<file path="config.mk">
export PLATFORM = sky130hd
export DESIGN_NAME = mvga_ram
export DESIGN_NICKNAME = d
export VERILOG_FILES = /design/src/hdl/mesh_volume_gradient_accumulator_defines.svh /design/src/hdl/mvga_ram.sv
export SDC_FILE = /design/constraint.sdc
export NUM_CORES = 1
export LEC_CHECK = 0
export BUFFER_PORTS_ARGS = -buffer_cell sky130_fd_sc_hd__buf_2
export CORE_MARGIN = 4
export CORE_UTILIZATION = 24
export DETAILED_ROUTE_END_ITERATION = 7
export PLACE_DENSITY_LB_ADDON = 0.3
export SLEW_MARGIN = 0
export SYNTH_ARGS = -nofsm -noshare
export SYNTH_HDL_FRONTEND = slang
export SYNTH_SLANG_ARGS = --single-unit
</file>
<file path="constraint.sdc">
create_clock -name clk -period 4.6 [get_ports clk]
set_input_delay 0.23 -clock clk [delete_from_list [all_inputs] [get_ports clk]]
set_output_delay 0.23 -clock clk [all_outputs]
set_load 0.1 [all_outputs]
</file>
<file path="src/hdl/mesh_volume_gradient_accumulator_defines.svh">
// Assertion macros shared by the mesh volume gradient accumulator RTL
`ifndef MESH_VOLUME_GRADIENT_ACCUMULATOR_DEFINES_SVH
`define MESH_VOLUME_GRADIENT_ACCUMULATOR_DEFINES_SVH

// Same-cycle implication, disabled during reset
`define MVGA_ASSERT_IMP(lbl, ck, rn, ante, cons) \
  lbl: assert property (@(posedge ck) disable iff (!rn) (ante) |-> (cons)) \
    else $error("mvga assertion failed");

// Next-cycle implication, disabled during reset
`define MVGA_ASSERT_NXT(lbl, ck, rn, ante, cons) \
  lbl: assert property (@(posedge ck) disable iff (!rn) (ante) |=> (cons)) \
    else $error("mvga assertion failed");

`endif

</file>
<file path="src/hdl/mvga_ram.sv">
// Single-port synchronous RAM, registered read data
`timescale 1ns / 1ps
`default_nettype none

module mvga_ram #(
  parameter int WIDTH = 8,
  parameter int DEPTH = 16
) (
  input  wire logic                       clk,
  input  wire logic                       we,
  input  wire logic [$clog2(DEPTH)-1:0]   addr,
  input  wire logic [WIDTH-1:0]           wdata,
  output      logic [WIDTH-1:0]           rdata
);

  logic [WIDTH-1:0] mem [DEPTH];
  logic [WIDTH-1:0] rdata_r;

  // Write and read-old in one port
  always_ff @(posedge clk) begin
    if (we) begin
      mem[addr] <= wdata;
    end
    rdata_r <= mem[addr];
  end

  assign rdata = rdata_r;

endmodule

`default_nettype wire

</file>
==> flow_metrics.env <==
export IMPL_cp_num_cells=3
export IMPL_dp_hpwl_mm=6.78
export IMPL_antenna_cells=0
export IMPL_io_buffers=21
export IMPL_synth_top_area_share_pct=75.9
export IMPL_period_needed_ps=2000
export IMPL_grt_ovfl_total=0
export IMPL_final_max_slew_viol_count=0
export IMPL_drive_above_1_share_pct=30.2
export IMPL_yosysTopAreaCell="edfxtp_1"
export IMPL_setup_viol=0
export IMPL_cts_sink_count=136
export IMPL_required_ps=4610
export IMPL_postCtsSetupBuffers=0
export IMPL_io_pin_count=22
export IMPL_crit_fanout=22
export IMPL_final_core_util_pct=29.3
export IMPL_fin_crit_sh_pct=43.5
export IMPL_final_cells=545
export IMPL_antenna_found_initial=0
export IMPL_fp_dieW_um=153
export IMPL_avgSynthCellArea_um2=22.0
export IMPL_synth_cell_type_count=18
export IMPL_synth_nets=244
export IMPL_arrival_ps=2010
export IMPL_tns_ps=0
export IMPL_cts_htree_levels=4
export IMPL_cts_tree="built"
export IMPL_ys_seq_area_share_pct=79.0
export IMPL_path_clk_slew_ps=50
export IMPL_gp_congestion=0.760
export IMPL_fp_dieArea_um2=23500
export IMPL_core_area_um2=20500
export IMPL_start_kind="input port"
export IMPL_syn_area_um2=5070
export IMPL_ys_top_cells_by_area="edfxtp_1 76%, mux4_2 14%, dfxtp_1 3.2%, a22oi_1 2.4%, nor2_1 0.96%"
export IMPL_ctsResizeCount=0
export IMPL_crit_type="input port to register"
export IMPL_first_iter_violations=127
export IMPL_cp_num_buf_inv=2
export IMPL_drtPass1Iterations=4
export IMPL_cpMaxStageDelayCell="nor3_1"
export IMPL_clock_skew_ps=4.39
export IMPL_place_ws_ps=2110
export IMPL_leakage_uw=0.00190
export IMPL_viasPerCell=4.28
export IMPL_grt_setup_unrepaired="false"
export IMPL_grt_pass1_vias=2510
export IMPL_hold_class="input port to register"
export IMPL_clk_latency_ps=410
export IMPL_vias=2331
export IMPL_fin_nets=277
export IMPL_ys_warn_count=0
export IMPL_numCtsBuffers=17
export IMPL_root_buffer="clkbuf_16"
export IMPL_ff2ff_setup_slack_ps=3060
export IMPL_ant_nets=0
export IMPL_hold_viol=0
export IMPL_met1_usage_pct=12.1
export IMPL_die_y_um=153
export IMPL_clockBufferDepth=2
export IMPL_grt_total_usage_pct=9.54
export IMPL_worst_slew_pin_slew_ps=1340
export IMPL_syn_to_final_growth_pct=18.5
export IMPL_vdd_drop_max_mv=0.218
export IMPL_drc=0
export IMPL_dp_cells=514
export IMPL_grt_max_degree=40
export IMPL_cp_slowest_stage_delay_ps=1100
export IMPL_reg2regPathDepth=3
export IMPL_status="finished, final reports clean"
export IMPL_p_total_uw=2780
export IMPL_grt_pass1_wl_mm=16.0
export IMPL_synthCells=230
export IMPL_power_density_nw_per_um2=462
export IMPL_fin_ws_ps=2600
export IMPL_cp_top_family="simple AND/OR/NAND/NOR gates"
export IMPL_wl_mm=10.6
export IMPL_holdBufCountCts=0
export IMPL_initial_core_util_pct=24.7
export IMPL_max_freq_mhz=499
export IMPL_cp_cell_sequence="buf_2 > buf_4 > nor3_1"
export IMPL_wl_per_cell_um=19.5
export IMPL_row_count=52
export IMPL_ys_seq_elements=136
export IMPL_hold_path_depth=1
export IMPL_slew_limit_headroom_pct=9.73
export IMPL_max_cap_violations=0
export IMPL_grtUsageMet2_pct=15.5
export IMPL_setup_worst_path_end_class="register"
export IMPL_busiest_layer="met2"
export IMPL_grt_use_met3_pct=2.46
[flip-flops by register name, indices dropped and copies added, names as in the netlist]
name   count
mem      128
rdata      8
[area by class of cell]
class / instances / area [um^2]
fillers: 2036 / 14500
multi-input cells: 83 / 1000
flip-flops and latches: 136 / 4000
clock inverters: 4 / 20.0
repair buffers: 25 / 135
clock buffers: 27 / 503
well taps: 270 / 338
[power breakdown]
group	switching [uW]	total [uW]	internal (uW)
logic	139	189	50.5
registers	7.26	1390	1390
clock network	453	1190	739
total	599	2780	2180
[per-layer routing]
| layer | part of all wire [%] | vias up |
|---|---|---|
| met1 | 43 | 1231 |
| li1 | - | 1028 |
| met3 | 5.7 | 14 |
| met2 | 50 | 58 |
| met5 | 0 | - |
| met4 | 1.8 | 0 |
[synthesized netlist by cell type]
master	instances
nand3_1	1
buf_2	2
buf_1	4
nand2_1	9
and2_1	1
clkbuf_2	1
nand3b_1	2
clkbuf_1	2
dfxtp_1	8
nand2b_1	2
a22oi_1	16
edfxtp_1	128
or3b_2	1
nor2_1	13
nor2b_1	2
buf_6	2
mux4_2	32
nor3_1	4
[cells in the final DEF (no fill, tap or decap)]
master     instances
clkinv_2           4
dfxtp_1            8
mux4_2            32
nand3_1            1
nand2_1            9
clkbuf_8           4
nand3b_1           2
buf_4              4
nor2b_1            2
clkbuf_1           6
nor3_1             4
edfxtp_1         128
nand2b_1           2
and2_1             1
buf_2             21
a22oi_1           16
clkbuf_16         17
or3b_2             1
nor2_1            13
[worst paths after layout]
check	from	endpoint
max	addr[0]	mem[12][6]
min	wdata[6]	mem[7][6]
max reg2reg	mem[4][5]	rdata[5]
min reg2reg	mem[13][1]	rdata[1]
[logic make-up (layout without fill, tap and decap cells)]
kind of cell / count (synthesis) / after routing / share of synthesized area [%]
flip-flops: 136 / 136 / 79.0
AND/OR/NAND/NOR: 35 / 35 / 3.21
multiplexers: 32 / 32 / 14.2
AO/OA/AOI/OAI: 16 / 16 / 2.37
buffers and inverters: 11 / 56 / 1.19
[worst register-to-register path, stage by stage, from the launching register on]
cell and delay, ps:
edfxtp_1 380, mux4_2 490, a22oi_1 350, nand2_1 180
[through the flow]
stage,cell area [um^2],hold slack [ps]
2_1_floorplan,5070,329
3_3_place_gp,5480,643
3_5_place_dp,5480,656
4_1_cts,6000,220
5_1_grt,6000,222
6_report,6000,232
Power figures use the tool's default switching activity.
