**src/hdl/mesh_volume_gradient_accumulator_defines.svh**
```systemverilog
// Assertion macros shared by the mesh volume gradient accumulator RTL
`ifndef MESH_VOLUME_GRADIENT_ACCUMULATOR_DEFINES_SVH
`define MESH_VOLUME_GRADIENT_ACCUMULATOR_DEFINES_SVH

// Same-cycle implication, disabled during reset
`define MVGA_ASSERT_IMP(lbl, ck, rn, ante, cons) \
  lbl: assert property (@(posedge ck) disable iff (!rn) (ante) |-> (cons)) \
    else $error("mvga assertion failed");

// Next-cycle implication, disabled during reset
`define MVGA_ASSERT_NXT(lbl, ck, rn, ante, cons) \
  lbl: assert property (@(posedge ck) disable iff (!rn) (ante) |=> (cons)) \
    else $error("mvga assertion failed");

`endif

```
**src/hdl/mvga_pkg.sv**
```systemverilog
// Package: shared constants, types and helpers of the gradient accumulator
`timescale 1ns / 1ps
`default_nettype none

package mvga_pkg;

  localparam int NUM_VERTS_DEF = 1024;
  localparam int IDX_W         = 10;
  localparam int COORD_W       = 24;
  localparam int PROD_W        = 2 * COORD_W;
  localparam int DIFF_W        = PROD_W + 1;
  localparam int ACC_W         = 60;

  // Command codes
  localparam logic [1:0] CMD_LOAD = 2'd0;
  localparam logic [1:0] CMD_FACE = 2'd1;
  localparam logic [1:0] CMD_READ = 2'd2;

  // Gradient divisor
  localparam logic [3:0] DIV_CONST = 4'd6;

  typedef struct packed {
    logic signed [COORD_W-1:0] x;
    logic signed [COORD_W-1:0] y;
    logic signed [COORD_W-1:0] z;
  } pos_vec_t;

  typedef struct packed {
    logic signed [ACC_W-1:0] x;
    logic signed [ACC_W-1:0] y;
    logic signed [ACC_W-1:0] z;
  } acc_vec_t;

  // Divider status and quotients
  typedef struct packed {
    logic     done;
    acc_vec_t quo;
  } div_res_t;

  // Saturating add of a cross-product term into an accumulator
  function automatic logic [ACC_W-1:0] sat_add(input logic [ACC_W-1:0] acc,
                                                 input logic [DIFF_W-1:0] d);
    logic [ACC_W:0] s;
    s = {acc[ACC_W-1], acc} + {{(ACC_W + 1 - DIFF_W){d[DIFF_W-1]}}, d};
    if (s[ACC_W] != s[ACC_W-1]) begin
      sat_add = s[ACC_W] ? {1'b1, {(ACC_W-1){1'b0}}} : {1'b0, {(ACC_W-1){1'b1}}};
    end else begin
      sat_add = s[ACC_W-1:0];
    end
  endfunction

endpackage

`default_nettype wire

```
**src/hdl/mvga_div6.sv**
```systemverilog
// Signed divide by six, three lanes, six quotient bits per cycle, truncating toward zero
`timescale 1ns / 1ps
`default_nettype none

module mvga_div6 (
  input  wire logic               clk,
  input  wire logic               rst_n,
  input  wire logic               start,
  input  wire mvga_pkg::acc_vec_t dividend,
  output      mvga_pkg::div_res_t res
);

  localparam int W     = mvga_pkg::ACC_W;
  localparam int STEP  = 6;
  localparam int NSTEP = W / STEP;
  localparam int CW    = $clog2(NSTEP);

  logic [W-1:0]  mag_r [3];
  logic [W-1:0]  mag_nxt [3];
  logic [2:0]    rem_r [3];
  logic [2:0]    rem_nxt [3];
  logic [2:0]    neg_r;
  logic [W-1:0]  src [3];
  logic [W-1:0]  quo [3];
  logic [3:0]    t [3];
  logic [CW-1:0] cnt_r;
  logic          busy_r;
  logic          done_r;

  assign src[0] = dividend.x;
  assign src[1] = dividend.y;
  assign src[2] = dividend.z;

  // STEP restoring steps per lane and cycle: shift in next bit, subtract six if it fits
  always_comb begin
    for (int l = 0; l < 3; l++) begin
      rem_nxt[l] = rem_r[l];
      mag_nxt[l] = mag_r[l];
      t[l]       = '0;
      for (int j = 0; j < STEP; j++) begin
        t[l]       = {rem_nxt[l], mag_nxt[l][W-1]};
        mag_nxt[l] = {mag_nxt[l][W-2:0], 1'b0};
        if (t[l] >= mvga_pkg::DIV_CONST) begin
          rem_nxt[l]    = 3'(t[l] - mvga_pkg::DIV_CONST);
          mag_nxt[l][0] = 1'b1;
        end else begin
          rem_nxt[l] = t[l][2:0];
        end
      end
      quo[l] = neg_r[l] ? (W'(0) - mag_r[l]) : mag_r[l];
    end
  end

  // Control
  always_ff @(posedge clk) begin
    if (!rst_n) begin
      busy_r <= 1'b0;
      done_r <= 1'b0;
      cnt_r  <= '0;
    end else if (start) begin
      busy_r <= 1'b1;
      done_r <= 1'b0;
      cnt_r  <= '0;
    end else if (busy_r) begin
      cnt_r <= cnt_r + 1'b1;
      if (cnt_r == CW'(NSTEP - 1)) begin
        busy_r <= 1'b0;
        done_r <= 1'b1;
      end
    end
  end

  // Lane datapath: load magnitudes, then iterate
  always_ff @(posedge clk) begin
    for (int l = 0; l < 3; l++) begin
      if (start) begin
        neg_r[l] <= src[l][W-1];
        mag_r[l] <= src[l][W-1] ? (W'(0) - src[l]) : src[l];
        rem_r[l] <= '0;
      end else if (busy_r) begin
        mag_r[l] <= mag_nxt[l];
        rem_r[l] <= rem_nxt[l];
      end
    end
  end

  assign res.done  = done_r;
  assign res.quo.x = quo[0];
  assign res.quo.y = quo[1];
  assign res.quo.z = quo[2];

endmodule

`default_nettype wire

```
**config.mk**
```make
export PLATFORM = sky130hd
export DESIGN_NAME = mvga_div6
export DESIGN_NICKNAME = d
export VERILOG_FILES = /design/src/hdl/mesh_volume_gradient_accumulator_defines.svh /design/src/hdl/mvga_pkg.sv /design/src/hdl/mvga_div6.sv
export SDC_FILE = /design/constraint.sdc
export NUM_CORES = 1
export LEC_CHECK = 0
export BUFFER_PORTS_ARGS = -buffer_cell sky130_fd_sc_hd__buf_2
export CORE_MARGIN = 2
export CORE_UTILIZATION = 45
export CTS_CLUSTER_DIAMETER = 80
export DETAILED_ROUTE_END_ITERATION = 8
export MAX_ROUTING_LAYER = met4
export PLACE_DENSITY = 0.65
export SYNTH_ARGS = -nofsm -noshare
export SYNTH_HDL_FRONTEND = slang
export SYNTH_SLANG_ARGS = --single-unit
export TNS_END_PERCENT = 10
```
**constraint.sdc**
```tcl
create_clock -name clk -period 7.9 [get_ports clk]
set_input_delay 0.395 -clock clk [delete_from_list [all_inputs] [get_ports clk]]
set_output_delay 0.395 -clock clk [all_outputs]
set_load 0.1 [all_outputs]
```
==> results of run 1 <==
-- placed cells by master, fill, tap and decap left out, types with 57 or more instances in the layout --
| master | netlist | final |
|---|---|---|
| sky130_fd_sc_hd__nor2_1 | 74 | 74 |
| sky130_fd_sc_hd__xor2_1 | 166 | 166 |
| sky130_fd_sc_hd__nand2_1 | 253 | 253 |
| sky130_fd_sc_hd__o21ai_0 | 276 | 276 |
| sky130_fd_sc_hd__o31ai_1 | 113 | 113 |
| sky130_fd_sc_hd__xnor2_1 | 189 | 189 |
| sky130_fd_sc_hd__a21oi_1 | 57 | 57 |
| sky130_fd_sc_hd__edfxtp_1 | 192 | 192 |
| sky130_fd_sc_hd__o41ai_1 | 62 | 62 |
| sky130_fd_sc_hd__buf_2 | 0 | 363 |
-- power by group through the flow --
stage,Sequential (mW),Combinational (mW),Clock (mW)
after CTS,1.52,2.34,0.938
after global routing,1.55,2.43,0.967
after floorplan,1.45,1.98,0
final,1.52,2.34,0.918
after global placement,1.54,2.32,0
after detailed placement,1.54,2.33,0
-- flip-flops by register name (all words and copies together), names as in the netlist --
signal / count
busy_r: 1
done_r: 1
cnt_r: 4
neg_r: 3
rem_r: 9
mag_r: 180
-- cells in the mapped netlist, types with 4 or more instances --
master                     count  area [um^2]
sky130_fd_sc_hd__o31ai_1     113          848
sky130_fd_sc_hd__xnor2_1     189         1660
sky130_fd_sc_hd__a211oi_1     10         75.1
sky130_fd_sc_hd__a21boi_0      4         30.0
sky130_fd_sc_hd__nand3_1      19         95.1
sky130_fd_sc_hd__or2_2        26          163
sky130_fd_sc_hd__nand2_1     253          950
sky130_fd_sc_hd__o311a_1       4         40.0
sky130_fd_sc_hd__inv_1        32          120
sky130_fd_sc_hd__nand4_1      16          100
sky130_fd_sc_hd__ha_1          8          100
sky130_fd_sc_hd__or3_1        56          350
sky130_fd_sc_hd__or3b_2        7         61.3
sky130_fd_sc_hd__a31oi_1      10         62.6
sky130_fd_sc_hd__buf_4         6         45.0
sky130_fd_sc_hd__clkbuf_1    115          432
sky130_fd_sc_hd__and2_1        4         25.0
sky130_fd_sc_hd__nor3b_1      12         90.1
sky130_fd_sc_hd__nor4_1       14         87.6
sky130_fd_sc_hd__a21oi_1      57          285
sky130_fd_sc_hd__nand2b_1     22          138
sky130_fd_sc_hd__mux2i_1       4         40.0
sky130_fd_sc_hd__nor2_1       74          278
sky130_fd_sc_hd__dfxtp_1       6          120
sky130_fd_sc_hd__o21a_1        5         37.5
sky130_fd_sc_hd__edfxtp_1    192         5770
sky130_fd_sc_hd__or4_4         4         45.0
sky130_fd_sc_hd__or4_1        56          420
sky130_fd_sc_hd__o41ai_1      62          543
sky130_fd_sc_hd__and3b_1       4         35.0
sky130_fd_sc_hd__buf_1         6         22.5
sky130_fd_sc_hd__o211ai_1      5         37.5
sky130_fd_sc_hd__nor4b_1       5         43.8
sky130_fd_sc_hd__nor2b_1      11         68.8
sky130_fd_sc_hd__o21ai_0     276         1380
sky130_fd_sc_hd__xor2_1      166         1450
sky130_fd_sc_hd__nor3_1       30          150
-- final cells by class --
type | instances | share of cell area
timing repair buffer | 372 | 0.0977
clock inverter | 15 | 0.00908
clock buffer | 17 | 0.0221
multi-input combinational | 1579 | 0.528
antenna | 7 | 0.000908
inverter | 32 | 0.00623
sequential | 198 | 0.305
tap | 468 | 0.0304
-- worst paths after layout --
| path | startpoint | end | slack, ns | depth (start not counted) |
|---|---|---|---|---|
| worst max-delay path | mag_r[1][10] | res[119] | 2.94 | 8 |
| worst max register to register | mag_r[2][58] | mag_r[2][0] | 4.74 | 7 |
| worst min register to register | done_r | done_r | 0.48 | 2 |
| worst min-delay path | rst_n | busy_r | 0.17 | 2 |
-- critical path, cell delays in order (launching register included) --
cell                       delay [ns]
sky130_fd_sc_hd__edfxtp_1        0.46
sky130_fd_sc_hd__or4_1           0.61
sky130_fd_sc_hd__nor4_1          0.60
sky130_fd_sc_hd__nand4_1         0.46
sky130_fd_sc_hd__or4_1           0.65
sky130_fd_sc_hd__or4_1           0.47
sky130_fd_sc_hd__o31ai_1         0.26
sky130_fd_sc_hd__xnor2_1         0.16
sky130_fd_sc_hd__buf_2           0.45
-- kinds of logic (layout without fill, tap and decap cells) --
logic type	Yosys count	in the layout	synth area share
AND/OR/NAND/NOR	629	629	0.195
AO/OA/AOI/OAI	580	580	0.219
XOR/XNOR	355	355	0.186
flip-flops	198	198	0.353
buffers and inverters	159	436	0.0371
adder cells (fa/ha/maj)	11	11	0.00780
multiplexers	4	4	0.00240
other	0	7	0
-- routing by layer --
layer  GRT usage  part of all wire  wire length (um)  up-vias
li1            -                 -                 -     7721
met5           -                 0                 0        -
met3      0.0414             0.071              3510       58
met1       0.351              0.46             22600     7485
met2       0.391              0.46             22600      611
met4      0.0732             0.018               889        0
==> results_dict.tcl, run 1 <==
set metrics [dict create \
    cts_resized 0 \
    setup-tns-final_ns 0 \
    rsz0062_at_grt "false" \
    clock_tree.htree_level_count 4 \
    synth_cell_types 70 \
    final-instance-count-excl-fill 2688 \
    p_int_mw 2.28 \
    detailedPlace.worstSlack_ns 3.48 \
    fmaxAchievable_ghz 0.201 \
    top_level_ports 364 \
    final_core_util 0.528 \
    seq_area_frac_synth 0.353 \
    clock_tree.root_cell "sky130_fd_sc_hd__clkbuf_16" \
    synthCells 1936 \
    num-nets-final 2391 \
    grt_pass1_vias 14562 \
    power.sequential.fraction 0.319 \
    die_height_um 197 \
    p_clk_frac 0.192 \
    finalSetupViolations 0 \
    slew_headroom 0.236 \
    pwr-share-comb 0.489 \
    routed_via_density 5.91 \
    req_time_crit_path_ns 7.51 \
    totalWireLength_um 49700 \
    postLayoutCellArea_um2 19300 \
    path_max_fanout 6 \
    power_mw 4.77 \
    cts_hold_buffers 0 \
    end_kind "output pin" \
    final.fill_count 3505 \
    floorplan.initialDensity 0.457 \
    cts_made_buffers 17 \
    congestion_overflow_gr 0 \
    dp.cells 2649 \
    gp_congestion 0.903 \
    standard_cell_core_area_um2 36500 \
    synth_register_bits 198 \
    hold_violations 0 \
    critical_path_arrival_ns 4.57 \
    routed_wire_length_per_instance_um 18.5 \
    ir_worst_vdd_mv 0.195 \
    layout_setup_ws_ns 2.94 \
    grtUsageTotal 0.256 \
    die_area_um2 38600 \
    placement_rows 70 \
    ant_nets 0 \
    status "finished clean" \
    tritoncts_clock_tree "done" \
    timing.hold.worst.class "in2reg" \
    drt-pass1-iter-count 6 \
    worst_path_clk_slew_ns 0.07 \
    clockBufferDepth 2 \
    yosysWarnings 0 \
    seqCellArea_um2 5890 \
    total_via_count_after_detailed_routing 15875 \
    netSwitchingPower_mw 2.50 \
    number_of_enable_flip_flop_cells_after_synthesis 192 \
    buffer_ports.inserted 363 \
    type_of_the_worst_setup_path "reg2out" \
    first_pass_grt_wire_length_um 76800 \
    timing.final.crit_share 0.628 \
    initialDrtViolationCount 1071 \
    synthesis.area_per_instance_um2 8.61 \
    grt_start_max_net_pins 122 \
    post_cts_buffers 0 \
    timing.max_cap.violations 0 \
    placed_cell_area_um2 18700 \
    drcViolationCount 0 \
    static-leakage-power_nw 6.83 \
    timing.final.max_slew_violations 0 \
    multiInputGateArea_um2 10200 \
    drive_gt1_frac 0.203 \
    clock-skew-final_ns 0.0138 \
    async_flop_share 0 \
    final.hold.worst_slack_ns 0.167 \
    numClockSinks 198 \
    crit_path_start_kind "register" \
    netlist_area_um2 16700 \
    final.min_clock_period_ns 4.96 \
    dieWidth_um 197 \
    layout-area-overhead-vs-synth_pct 15.6 \
    grt_antenna_before_repair 7 \
    half_perimeter_wire_length_after_detailed_placement_um 37000 \
    dominantRegCellSynth "sky130_fd_sc_hd__edfxtp_1" \
    timing_worst_slew_pin_value_ns 1.14 \
    clk_lat_worst_skew_ns 0.45 \
    power-per-cell-area_nw_per_um2 248 \
    synth_fp_nets 2127 \
    sw_frac_of_total 0.523 \
]
Power figures use the tool's default switching activity.
==> inputs of run 2 (changes only) <==
--- a/config.mk
+++ b/config.mk
@@ -5,13 +5,14 @@
 export SDC_FILE = /design/constraint.sdc
 export NUM_CORES = 1
 export LEC_CHECK = 0
+export ABC_AREA = 1
 export BUFFER_PORTS_ARGS = -buffer_cell sky130_fd_sc_hd__buf_2
 export CORE_MARGIN = 2
 export CORE_UTILIZATION = 45
 export CTS_CLUSTER_DIAMETER = 80
 export DETAILED_ROUTE_END_ITERATION = 8
 export MAX_ROUTING_LAYER = met4
-export PLACE_DENSITY = 0.65
+export PLACE_DENSITY = 0.64
 export SYNTH_ARGS = -nofsm -noshare
 export SYNTH_HDL_FRONTEND = slang
 export SYNTH_SLANG_ARGS = --single-unit
==> constraint.sdc (replaced) <==
create_clock -name clk -period 4.7 [get_ports clk]
set_input_delay 0.235 -clock clk [delete_from_list [all_inputs] [get_ports clk]]
set_output_delay 0.235 -clock clk [all_outputs]
set_load 0.1 [all_outputs]
==> run 2 against run 1 <==
Compared with the run above: final cell count is 44% higher; sequential cell count stayed put; synthesized cell count is 52% higher; sequential power is 65% higher; clock power is 67% higher; wire length is 56% higher.
==> results_dict.tcl, run 2 <==
set metrics [dict create \
    grtUsageTotal 0.346 \
    worst_hold_startpoint "start" \
    critPathLaunch "mag_r[2][0]" \
    floorplan.initialDensity 0.454 \
    synthesis.area_per_instance_um2 6.61 \
    tritoncts_clock_tree "done" \
    buffer_ports.inserted 363 \
    dominantRegCellSynth "sky130_fd_sc_hd__edfxtp_1" \
    die_height_um 212 \
    grt_antenna_before_repair 6 \
    r2r-start "busy_r" \
    routed_via_density 5.61 \
    synth_xor_xnor_area_share 0.128 \
    final_common_cell "sky130_fd_sc_hd__nand2_1" \
    drt-pass1-iter-count 6 \
    yosysWarnings 0 \
    synthSimpleGateAreaFrac 0.360 \
    crit_path_start_kind "register" \
    ant_nets 0 \
    yosysMostFrequentCell "sky130_fd_sc_hd__nand2_1" \
    static-leakage-power_nw 9.75 \
    cts_resized 0 \
    status "finished clean" \
    clockBufferDepth 2 \
    synth-adder-area-share 0.00513 \
    top_regs "mag_r (180), rem_r (9), cnt_r (4)" \
    rsz0062_at_grt "false" \
    timing.final.max_slew_violations 0 \
    commonest_cells_after_routing_fill_and_taps_aside "sky130_fd_sc_hd__nand2_1, sky130_fd_sc_hd__nor2_1, sky130_fd_sc_hd__inv_1" \
    grt_pass1_vias 19783 \
    initialDrtViolationCount 2557 \
    netlist_area_um2 19500 \
    synth_area_leaders "sky130_fd_sc_hd__edfxtp_1, sky130_fd_sc_hd__nand2_1, sky130_fd_sc_hd__xor2_1, sky130_fd_sc_hd__nor2_1, sky130_fd_sc_hd__inv_1" \
    clk_lat_worst_skew_ns 0.47 \
    routed_wire_length_per_instance_um 20.0 \
    slew_headroom 0.282 \
    num-nets-final 3447 \
    critical_path.top_delay_family "simple AND/OR/NAND/NOR gates" \
    regMostFlops "mag_r" \
    type_of_the_worst_setup_path "reg2out" \
    final_core_util 0.523 \
    gp_congestion 1.02 \
    synth_top_area_frac 0.295 \
    ir_worst_vdd_mv 0.325 \
    dieWidth_um 212 \
    total_via_count_after_detailed_routing 21664 \
    cts_made_buffers 17 \
    worstPathBufferInverterCount 3 \
    numClockSinks 198 \
    placed_cell_area_um2 21900 \
    layout-area-overhead-vs-synth_pct 15.1 \
    finalSetupViolations 0 \
    top_level_ports 364 \
    fmaxAchievable_ghz 0.247 \
    power-per-cell-area_nw_per_um2 367 \
    clock-skew-final_ns 0.0134 \
    clock_tree.htree_level_count 4 \
    netlist_top_cells_count "sky130_fd_sc_hd__nand2_1, sky130_fd_sc_hd__nor2_1, sky130_fd_sc_hd__inv_1" \
    timing.hold.worst.class "in2reg" \
    layout_setup_ws_ns 0.659 \
    crit_path_cell_trace "inv_1 -> ha_1 -> inv_1 -> nor3_2 -> nand2_2 -> nor2_4 -> nand2_2 -> nor3_4 -> nand2_4 -> nor3_4 -> nand2_2 -> nand2_2 -> o21ai_1 -> xor2_1 -> buf_2" \
    postLayoutCellArea_um2 22500 \
    first_pass_grt_wire_length_um 115000 \
    worst_path_slowest_cell "sky130_fd_sc_hd__buf_2" \
    drive_gt1_frac 0.149 \
    synthCells 2952 \
    synth_fp_nets 3143 \
    async_flop_share 0 \
    seq_area_frac_synth 0.301 \
    synth_compound_gate_area_share 0.109 \
    synthMuxAreaShare 0 \
    die_area_um2 45100 \
    synth_largest_area_cell "sky130_fd_sc_hd__edfxtp_1" \
    path_max_fanout 4 \
    timing_worst_slew_pin_value_ns 1.07 \
    timing.final.crit_share 0.860 \
    setup-tns-final_ns 0 \
    worst_path_clk_slew_ns 0.08 \
    half_perimeter_wire_length_after_detailed_placement_um 62300 \
    critical-path-max-stage-delay_ns 0.49 \
    detailedPlace.worstSlack_ns 1.26 \
    critical_path_arrival_ns 3.81 \
    clock_tree.root_cell "sky130_fd_sc_hd__clkbuf_16" \
    synth_register_bits 198 \
    hold_violations 0 \
    final.min_clock_period_ns 4.04 \
    timing.max_cap.violations 0 \
    req_time_crit_path_ns 4.47 \
    totalWireLength_um 77300 \
    standard_cell_core_area_um2 43000 \
    congestion_overflow_gr 0 \
    synth_top_family_by_area "simple AND/OR/NAND/NOR gates" \
    placement_rows 76 \
    number_of_enable_flip_flop_cells_after_synthesis 192 \
    critical-path-top-cell-by-count "sky130_fd_sc_hd__nand2_2" \
    synth_cell_types 54 \
    grt_start_max_net_pins 223 \
    drcViolationCount 0 \
    largest_reg_flops 180 \
    end_kind "output pin" \
    final.fill_count 4499 \
]
[run 2: cell count changes after synthesis, moves of 77 or more]
cell,delta
sky130_fd_sc_hd__nor2_1,+368
sky130_fd_sc_hd__xnor2_1,-131
sky130_fd_sc_hd__inv_1,+364
sky130_fd_sc_hd__nand4_1,+77
sky130_fd_sc_hd__nand3_1,+211
sky130_fd_sc_hd__o31ai_1,-99
sky130_fd_sc_hd__nand2_1,+360
[run 2: logic make-up (layout without fill, tap and decap cells)]
kind of cell             Yosys count  count (layout)
adder cells (fa/ha/maj)            8               8
flip-flops                       198             198
AND/OR/NAND/NOR                 1583            1583
AO/OA/AOI/OAI                    386             386
XOR/XNOR                         285             285
buffers and inverters            492             809
other                              0               8
[run 2: metal layers]
metal,GRT usage,up-vias,share of wire
met4,0.0844,0,0.019
met5,-,-,0
met1,0.481,10233,0.44
met2,0.538,1005,0.45
li1,-,10344,-
met3,0.0436,82,0.085
[run 2: cell type report]
cell class                      count  area (um^2)  area share
Inverter                          401         1510      0.0671
Antenna cell                        8         20.0    0.000890
Multi-Input combinational cell   2262        11800       0.525
Sequential cell                   198         5890       0.262
Clock inverter                     12          100     0.00445
Timing Repair Buffer              376         1940      0.0864
Tap cell                          585          732      0.0326
Clock buffer                       20          500      0.0223
[run 2: power breakdown]
group | switching [mW] | internal [mW] | total (mW) | leakage [nW]
combinational | 3.47 | 0.734 | 4.20 | 7.45
sequential | 0.303 | 2.21 | 2.51 | 2.00
clock | 0.745 | 0.789 | 1.53 | 0.300
[run 2: timing repair]
action | 4_1_cts | 5_1_grt
hold buffers | 1 | 0
buffers inserted | 0 | 0
hold endpoints to repair | 1 | 0
[run 2: path summary, 6_finish.rpt]
path	end	slack [ns]	depth (start not counted)
setup / recovery	res[46]	0.66	15
setup reg to reg	mag_r[1][4]	2.18	6
hold / removal	neg_r[0]	0.14	1
hold reg to reg	done_r	0.47	2
[run 2: stage by stage]
stage | power (mW) | instances | hold slack [ns]
global route | 8.55 | 3860 | 0.127
global placement | 6.69 | 3821 | 0.440
detailed placement | 6.71 | 3821 | 0.461
CTS | 8.23 | 3854 | 0.119
floorplan | 5.77 | 2952 | 0.334
finish | 8.25 | 3862 | 0.135
